[config.mk]
export PLATFORM = sky130hd
export DESIGN_NAME = hsv_to_rgb_converter_unit
export DESIGN_NICKNAME = d
export VERILOG_FILES = /design/src/rtl/core/hsv2rgb_pkg.sv /design/src/rtl/core/hsv_to_rgb_converter_unit.sv /design/src/rtl/core/hsv2rgb_chan.sv
export SDC_FILE = /design/constraint.sdc
export NUM_CORES = 2
export LEC_CHECK = 0
export BUFFER_PORTS_ARGS = -buffer_cell sky130_fd_sc_hd__buf_2
export CAP_MARGIN = 20
export CORE_ASPECT_RATIO = 0.9
export CORE_MARGIN = 2
export CORE_UTILIZATION = 30
export CTS_CLUSTER_SIZE = 28
export DETAILED_ROUTE_END_ITERATION = 10
export PLACE_DENSITY = 0.42
export SLEW_MARGIN = 40
export SYNTH_ARGS = -nofsm -noshare
export SYNTH_HDL_FRONTEND = slang
export SYNTH_SLANG_ARGS = --single-unit
[constraint.sdc]
create_clock -name i_clk -period 8.1 [get_ports i_clk]
set_input_delay 1.62 -clock i_clk [delete_from_list [all_inputs] [get_ports i_clk]]
set_output_delay 1.62 -clock i_clk [all_outputs]
set_load 0.02 [all_outputs]
[src/rtl/core/hsv2rgb_pkg.sv]
// Package for the HSV to RGB converter: widths, constants, sector codes and
// the stage-enable struct. No dependencies.
`timescale 1ns / 1ps

package hsv2rgb_pkg;

    localparam int HUE_W   = 16;   // Q0.16 hue
    localparam int SV_W    = 9;    // saturation / brightness, 256 is 1.0
    localparam int CH_W    = 8;    // output channel
    localparam int SHIFT_W = 3;    // brightness shift register
    localparam int SEC_W   = 3;    // hue sector
    localparam int MUL_W   = 25;   // channel multiplier, up to 2^24
    localparam int PROD_W  = 33;   // brightness times multiplier, up to 2^32
    localparam int SCL_W   = PROD_W + CH_W; // product times 255

    localparam logic [SV_W-1:0]    UNITY_SV       = 9'd256;
    localparam logic [SHIFT_W-1:0] SHIFT_RESET    = 3'd3;
    localparam logic [MUL_W-1:0]   MUL_ONE        = 25'h100_0000;
    localparam logic [HUE_W:0]     FRAC_ONE       = 17'h1_0000;

    localparam logic [SEC_W-1:0] SEC_RED_YEL = 3'd0;
    localparam logic [SEC_W-1:0] SEC_YEL_GRN = 3'd1;
    localparam logic [SEC_W-1:0] SEC_GRN_CYN = 3'd2;
    localparam logic [SEC_W-1:0] SEC_CYN_BLU = 3'd3;
    localparam logic [SEC_W-1:0] SEC_BLU_MAG = 3'd4;

    typedef struct packed {
        logic mul_en;    // load the product register
        logic scale_en;  // load the output register
    } t_pipe_en;

endpackage

[src/rtl/core/hsv_to_rgb_converter_unit.sv]
// HSV to RGB converter, top level. Uses hsv2rgb_pkg and hsv2rgb_chan.
// Four-stage pipeline with valid/ready on both sides.
`timescale 1ns / 1ps

// The block takes one HSV pixel per clock while o_ready is high and returns
// one 8-bit RGB pixel per transaction. It is a four-stage pipeline: clamp,
// brightness shift and hue sector (stage 1); the two hue-fraction multiplies
// and the six-sector select (stage 2); brightness times channel multiplier
// (stage 3); the 255/256 scale with truncation into the output register
// (stage 4). Sustained rate is one transaction per cycle while the output
// does not stall; a stall on the output holds each full stage from the output
// back to the first empty one, and o_ready follows i_ready through the stage
// enables, so a bubble anywhere in the pipeline is filled while downstream is
// stalled. Saturation and brightness above 256 are clamped to 256. The
// brightness shift register (reset value 3) is written through i_cfg_we /
// i_cfg_data and should only be changed while no transaction is in flight.

module hsv_to_rgb_converter_unit (
    input  logic                              i_clk,
    input  logic                              i_rst_n,
    input  logic                              i_cfg_we,
    input  logic [hsv2rgb_pkg::SHIFT_W-1:0]   i_cfg_data,
    input  logic                              i_valid,
    output logic                              o_ready,
    input  logic [hsv2rgb_pkg::HUE_W-1:0]     i_hue,
    input  logic [hsv2rgb_pkg::SV_W-1:0]      i_saturation,
    input  logic [hsv2rgb_pkg::SV_W-1:0]      i_brightness,
    output logic                              o_valid,
    input  logic                              i_ready,
    output logic [hsv2rgb_pkg::CH_W-1:0]      o_red,
    output logic [hsv2rgb_pkg::CH_W-1:0]      o_green,
    output logic [hsv2rgb_pkg::CH_W-1:0]      o_blue
);
    import hsv2rgb_pkg::*;

    // ---------------- configuration ----------------
    logic [SHIFT_W-1:0] r_shift;

    always_ff @(posedge i_clk) begin
        if (!i_rst_n) begin
            r_shift <= SHIFT_RESET;
        end else if (i_cfg_we) begin
            r_shift <= i_cfg_data;
        end
    end

    // ---------------- pipeline control ----------------
    // A stage advances when it is empty or the stage after it advances.
    logic r_v1, r_v2, r_v3, r_v4;
    logic w_adv1, w_adv2, w_adv3, w_adv4;
    t_pipe_en w_en;

    assign w_adv4 = !r_v4 || i_ready;
    assign w_adv3 = !r_v3 || w_adv4;
    assign w_adv2 = !r_v2 || w_adv3;
    assign w_adv1 = !r_v1 || w_adv2;

    assign w_en.mul_en   = w_adv3;
    assign w_en.scale_en = w_adv4;

    always_ff @(posedge i_clk) begin
        if (!i_rst_n) begin
            r_v1 <= 1'b0;
            r_v2 <= 1'b0;
            r_v3 <= 1'b0;
            r_v4 <= 1'b0;
        end else begin
            if (w_adv1) r_v1 <= i_valid;
            if (w_adv2) r_v2 <= r_v1;
            if (w_adv3) r_v3 <= r_v2;
            if (w_adv4) r_v4 <= r_v3;
        end
    end

    // ---------------- stage 1: clamp, shift, sector ----------------
    logic [SV_W-1:0]    w_s_cl, w_v_cl;
    logic [HUE_W+2:0]   w_h6;
    logic [SEC_W-1:0]   r_s1_sec, n_s1_sec;
    logic [HUE_W-1:0]   r_s1_frac, n_s1_frac;
    logic [SV_W-1:0]    r_s1_sat, n_s1_sat;
    logic [SV_W-1:0]    r_s1_vs, n_s1_vs;

    assign w_s_cl = (i_saturation > UNITY_SV) ? UNITY_SV : i_saturation;
    assign w_v_cl = (i_brightness > UNITY_SV) ? UNITY_SV : i_brightness;

    // hue * 6 as (hue << 2) + (hue << 1); sector sits above the fraction
    assign w_h6 = {1'b0, i_hue, 2'b00} + {2'b00, i_hue, 1'b0};

    assign n_s1_sec  = w_h6[HUE_W+2:HUE_W];
    assign n_s1_frac = w_h6[HUE_W-1:0];
    assign n_s1_sat  = w_s_cl;
    assign n_s1_vs   = w_v_cl >> r_shift;

    always_ff @(posedge i_clk) begin
        if (w_adv1) begin
            r_s1_sec  <= n_s1_sec;
            r_s1_frac <= n_s1_frac;
            r_s1_sat  <= n_s1_sat;
            r_s1_vs   <= n_s1_vs;
        end
    end

    // ---------------- stage 2: p, q, t multipliers and sector select ----------------
    logic [HUE_W+SV_W-1:0]   w_fs;
    logic [HUE_W:0]          w_frac_c;
    logic [HUE_W+SV_W:0]     w_fcs;
    logic [MUL_W-1:0]        w_mp, w_mq, w_mt;
    logic [MUL_W-1:0]        r_s2_mr, n_s2_mr;
    logic [MUL_W-1:0]        r_s2_mg, n_s2_mg;
    logic [MUL_W-1:0]        r_s2_mb, n_s2_mb;
    logic [SV_W-1:0]         r_s2_vs;

    // f*s and (1-f)*s never exceed 2^24
    assign w_fs     = r_s1_frac * r_s1_sat;
    assign w_frac_c = FRAC_ONE - {1'b0, r_s1_frac};
    assign w_fcs    = w_frac_c * r_s1_sat;

    assign w_mp = {UNITY_SV - r_s1_sat, {HUE_W{1'b0}}};
    assign w_mq = MUL_ONE - w_fs;
    assign w_mt = MUL_ONE - w_fcs[MUL_W-1:0];

    always_comb begin
        case (r_s1_sec)
            SEC_RED_YEL: begin
                n_s2_mr = MUL_ONE; n_s2_mg = w_mt;    n_s2_mb = w_mp;
            end
            SEC_YEL_GRN: begin
                n_s2_mr = w_mq;    n_s2_mg = MUL_ONE; n_s2_mb = w_mp;
            end
            SEC_GRN_CYN: begin
                n_s2_mr = w_mp;    n_s2_mg = MUL_ONE; n_s2_mb = w_mt;
            end
            SEC_CYN_BLU: begin
                n_s2_mr = w_mp;    n_s2_mg = w_mq;    n_s2_mb = MUL_ONE;
            end
            SEC_BLU_MAG: begin
                n_s2_mr = w_mt;    n_s2_mg = w_mp;    n_s2_mb = MUL_ONE;
            end
            default: begin
                // magenta to red; sectors six and seven cannot occur
                n_s2_mr = MUL_ONE; n_s2_mg = w_mp;    n_s2_mb = w_mq;
            end
        endcase
    end

    always_ff @(posedge i_clk) begin
        if (w_adv2) begin
            r_s2_mr <= n_s2_mr;
            r_s2_mg <= n_s2_mg;
            r_s2_mb <= n_s2_mb;
            r_s2_vs <= r_s1_vs;
        end
    end

    // ---------------- stages 3 and 4: per-channel multiply and scale ----------------
    hsv2rgb_chan u_chan_red (
        .i_clk  (i_clk),
        .i_en   (w_en),
        .i_vs   (r_s2_vs),
        .i_mul  (r_s2_mr),
        .o_chan (o_red)
    );

    hsv2rgb_chan u_chan_green (
        .i_clk  (i_clk),
        .i_en   (w_en),
        .i_vs   (r_s2_vs),
        .i_mul  (r_s2_mg),
        .o_chan (o_green)
    );

    hsv2rgb_chan u_chan_blue (
        .i_clk  (i_clk),
        .i_en   (w_en),
        .i_vs   (r_s2_vs),
        .i_mul  (r_s2_mb),
        .o_chan (o_blue)
    );

    assign o_ready = w_adv1;
    assign o_valid = r_v4;

endmodule

[src/rtl/core/hsv2rgb_chan.sv]
// One colour channel: brightness times channel multiplier, then the 255/256
// scale with truncation. Two register stages. Depends on hsv2rgb_pkg.
`timescale 1ns / 1ps

module hsv2rgb_chan (
    input  logic                           i_clk,
    input  hsv2rgb_pkg::t_pipe_en          i_en,
    input  logic [hsv2rgb_pkg::SV_W-1:0]   i_vs,
    input  logic [hsv2rgb_pkg::MUL_W-1:0]  i_mul,
    output logic [hsv2rgb_pkg::CH_W-1:0]   o_chan
);
    import hsv2rgb_pkg::*;

    logic [SV_W+MUL_W-1:0] w_prod;
    logic [PROD_W-1:0]     r_x;
    logic [PROD_W-1:0]     n_x;
    logic [SCL_W-1:0]      w_scaled;
    logic [CH_W-1:0]       r_chan;
    logic [CH_W-1:0]       n_chan;

    // value never exceeds 2^32, so the top product bit is always clear
    assign w_prod = i_vs * i_mul;
    assign n_x    = w_prod[PROD_W-1:0];

    // x * 255 as (x << 8) - x, then keep bits 39..32
    assign w_scaled = {r_x, {CH_W{1'b0}}} - {{CH_W{1'b0}}, r_x};
    assign n_chan   = w_scaled[PROD_W+CH_W-2 -: CH_W];

    always_ff @(posedge i_clk) begin
        if (i_en.mul_en) begin
            r_x <= n_x;
        end
        if (i_en.scale_en) begin
            r_chan <= n_chan;
        end
    end

    assign o_chan = r_chan;

endmodule

==> results.sh <==
export IMPL_grt_pass1_wl_um=175000
export IMPL_ys_seq_elements=244
export IMPL_fin_ws_ns=1.17
export IMPL_power_density_mw_per_mm2=400
export IMPL_synth_top_area_share_pct=31.9
export IMPL_finalCritPeriodShare_pct=85.6
export IMPL_yosysSeqAreaShare_pct=17.8
export IMPL_drc_errors=0
export IMPL_max_freq_mhz=144
export IMPL_hold_end="r_s2_vs[7]"
export IMPL_post_synth_num_cell_types=90
export IMPL_grt_pass1_vias=30800
export IMPL_postLayoutCoreUtil_pct=32.7
export IMPL_die_area_mm2=0.139
export IMPL_mostFrequentLayoutCells="inv_1 (768), fa_1 (649), nand2_1 (613)"
export IMPL_cp_start_kind="flip-flop"
export IMPL_relSlewSlack_pct=42.2
export IMPL_area_growth_synth_to_final_pct=8.43
export IMPL_ys_flop_type="edfxtp_1"
export IMPL_path_max_fanout=11
export IMPL_hold_violations=0
export IMPL_core_area_mm2=0.135
export IMPL_fin_crit_ns=6.93
export IMPL_ir_worst_vdd_mv=0.526
export IMPL_nets=5366
export IMPL_layout_commonest_cell="inv_1"
export IMPL_cts_root_buf="clkbuf_16"
export IMPL_vias_per_cell=4.64
export IMPL_wl_per_cell_um=17.4
export IMPL_dieWidth_um=393
export IMPL_crit_type="reg -> reg"
export IMPL_maxCapViolations=0
export IMPL_max_slew_worst_pin_slew_ns=0.867
export IMPL_antennaDiodeCount=0
export IMPL_yosys_area_top_type="fa_1"
export IMPL_drtIter0Drc=1433
export IMPL_synthesis_area_mm2=0.0408
export IMPL_syn_avg_cell_area_um2=9.35
export IMPL_critPathRequiredTime_ns=8.39
export IMPL_pre_cts_ws_ns=1.14
export IMPL_place_congestion=0.805
export IMPL_cts_setup_buffers=0
export IMPL_hold_depth=0
export IMPL_io_buffers=67
export IMPL_worst_r2r_endpoint="r_s2_mb[24]"
export IMPL_cts_sinks=244
export IMPL_overflow=0
export IMPL_setup_tns_ns=0
export IMPL_drive_gt1_share_pct=5.09
export IMPL_h_tree_depth=2
export IMPL_die_h_um=354
export IMPL_hold_start="r_s1_vs[7]"
export IMPL_synth_edf_count=237
export IMPL_crit_arrival_ns=7.22
export IMPL_synth_nets=5428
export IMPL_clk_insertion_delay_late_ns=0.61
export IMPL_finalHoldWorstSlack_ns=0.411
export IMPL_async_reset_ff_share_pct=0
export IMPL_first_pass_iters=9
export IMPL_skew_ns=0.0446
export IMPL_cts_tree="done"
export IMPL_ios=68
export IMPL_clock_path_buffers=3
export IMPL_antenna_found_initial=0
export IMPL_syn_inst=4360
export IMPL_r2r_start="r_s1_frac[5]"
export IMPL_grt_util_all_layers_pct=16.0
export IMPL_start_util_pct=30.2
export IMPL_drv_slew=0
export IMPL_leakage_nw=19.9
export IMPL_design_area_mm2=0.0442
export IMPL_status="finished, final reports clean"
export IMPL_num_rows=128
export IMPL_endpoint_kind="flip-flop"
export IMPL_cts_buffers=35
export IMPL_cts_resized=0
export IMPL_rrSetupSlack_ns=1.17
export IMPL_cts_hold_buf=0
export IMPL_path_clk_slew_ns=0.06
export IMPL_grt_max_degree=73
export IMPL_rsz0062_at_grt="no"
export IMPL_yosys_warnings=0
export IMPL_r2r_cells=24
export IMPL_dp_hpwl_um=85400
export IMPL_hold_class="reg -> reg"
export IMPL_vias=28500
export IMPL_antenna_left=0
export IMPL_placed_area_mm2=0.0430
export IMPL_wirelength_um=107000
export IMPL_synth_area_leaders="fa_1 (32%), edfxtp_1 (17%), ha_1 (12%)"
export IMPL_finalSetupViolCount=0
-- where the power goes --
group	leakage, nW	internal (W)	switching, W
Clock	0.552	0.000930	0.000659
Sequential	2.77	0.00217	0.000736
Combinational	16.5	0.00515	0.00806
-- state kept, by name, indices dropped and copies added (netlist names) --
register and cells:
u_chan_green.r_x 32, r_shift 3, u_chan_red.r_x 32, u_chan_red.o_chan 8, r_s1_sec 3, r_s2_mr 24
r_s1_frac 15, u_chan_blue.o_chan 8, r_v3 1, u_chan_blue.r_x 32, r_s2_vs 9, r_s2_mg 24
r_s1_sat 9, r_v2 1, r_s1_vs 9, u_chan_green.o_chan 8, r_v1 1, o_valid 1
r_s2_mb 24
-- final cells by class --
cell class                 count  area [µm²]
clock buffer                  40         895
clock inverter                23         245
fill                       14200       91000
inverter                     771        2900
multi-input combinational   3136       29900
sequential                   244        7260
tap                         1820        2280
timing repair buffer         110         753
-- per-stage QoR --
stage          std cells  power [W]
2_1_floorplan       4360     0.0122
3_3_place_gp        6079     0.0162
3_5_place_dp        6079     0.0162
4_1_cts             6142     0.0179
5_1_grt             6144     0.0196
6_report            6144     0.0177
-- worst max path at each step --
| stage | from | endpoint | slack (ns) | depth (start not counted) |
|---|---|---|---|---|
| 6_report | r_s1_frac[5] | r_s2_mb[24] | 1.17 | 24 |
| 5_1_grt | r_s1_frac[5] | r_s2_mb[24] | 0.71 | 22 |
| 4_1_cts | r_s1_frac[5] | r_s2_mg[23] | 1.11 | 20 |
| 3_5_place_dp | r_s1_frac[5] | r_s2_mg[23] | 1.14 | 20 |
| 3_3_place_gp | r_s1_frac[4] | r_s2_mb[24] | 1.14 | 24 |
| 2_1_floorplan | r_s1_frac[4] | r_s2_mb[24] | 2.06 | 24 |
-- cell usage after synthesis, types with 11 or more instances --
cell,number
fa_1,649
xnor2_1,145
a21oi_1,158
or3_1,19
a211oi_1,15
and2_1,398
o22ai_1,14
clkbuf_1,145
buf_1,62
o21ai_1,11
edfxtp_1,237
ha_1,377
nor3_1,36
a22oi_1,37
o21a_1,23
nor2_1,139
o21ai_0,80
nand3_1,31
a21o_1,65
inv_1,770
o21bai_1,19
a22o_1,14
nand2b_1,26
o211ai_1,11
xor2_1,32
nor4_1,13
and3_1,20
nand2_1,615
nor2b_1,34
-- cells by family (layout without fill, tap and decap cells) --
logic type,Yosys count,count (layout),synth area share (%)
xor+xnor,177,177,3.80
buf+inv,980,944,9.03
simple gates,1375,1375,16.5
mux,10,10,0.285
flops,244,244,17.8
compound gates,548,548,9.12
fa+ha+maj,1026,1026,43.4
-- critical path, cell delays in order (launching register included) --
cell and delay [ns]:
edfxtp_1 0.56, or3_4 0.48, nor4_4 0.20, nand2_1 0.15, nor3_1 0.26, xnor2_2 0.22, and2_1 0.25, fa_1 0.54
inv_1 0.06, fa_1 0.49, fa_1 0.55, inv_1 0.05, fa_1 0.47, inv_1 0.04, ha_1 0.27, ha_1 0.35
and3_1 0.24, nand3_1 0.10, a21oi_1 0.15, a41o_1 0.25, o221ai_4 0.15, o2111ai_1 0.22, a21oi_1 0.11, xnor2_1 0.34
a221oi_1 0.15
-- metal layers --
| metal | part of all wire, % | GRT usage [%] | vias up |
|---|---|---|---|
| met5 | 0 | 0 | - |
| met4 | 1.5 | 2.98 | 0 |
| met3 | 2.9 | 1.59 | 76 |
| met2 | 46 | 25.9 | 334 |
| met1 | 50 | 23.1 | 14400 |
| li1 | - | - | 13700 |
Power figures use the tool's default switching activity.
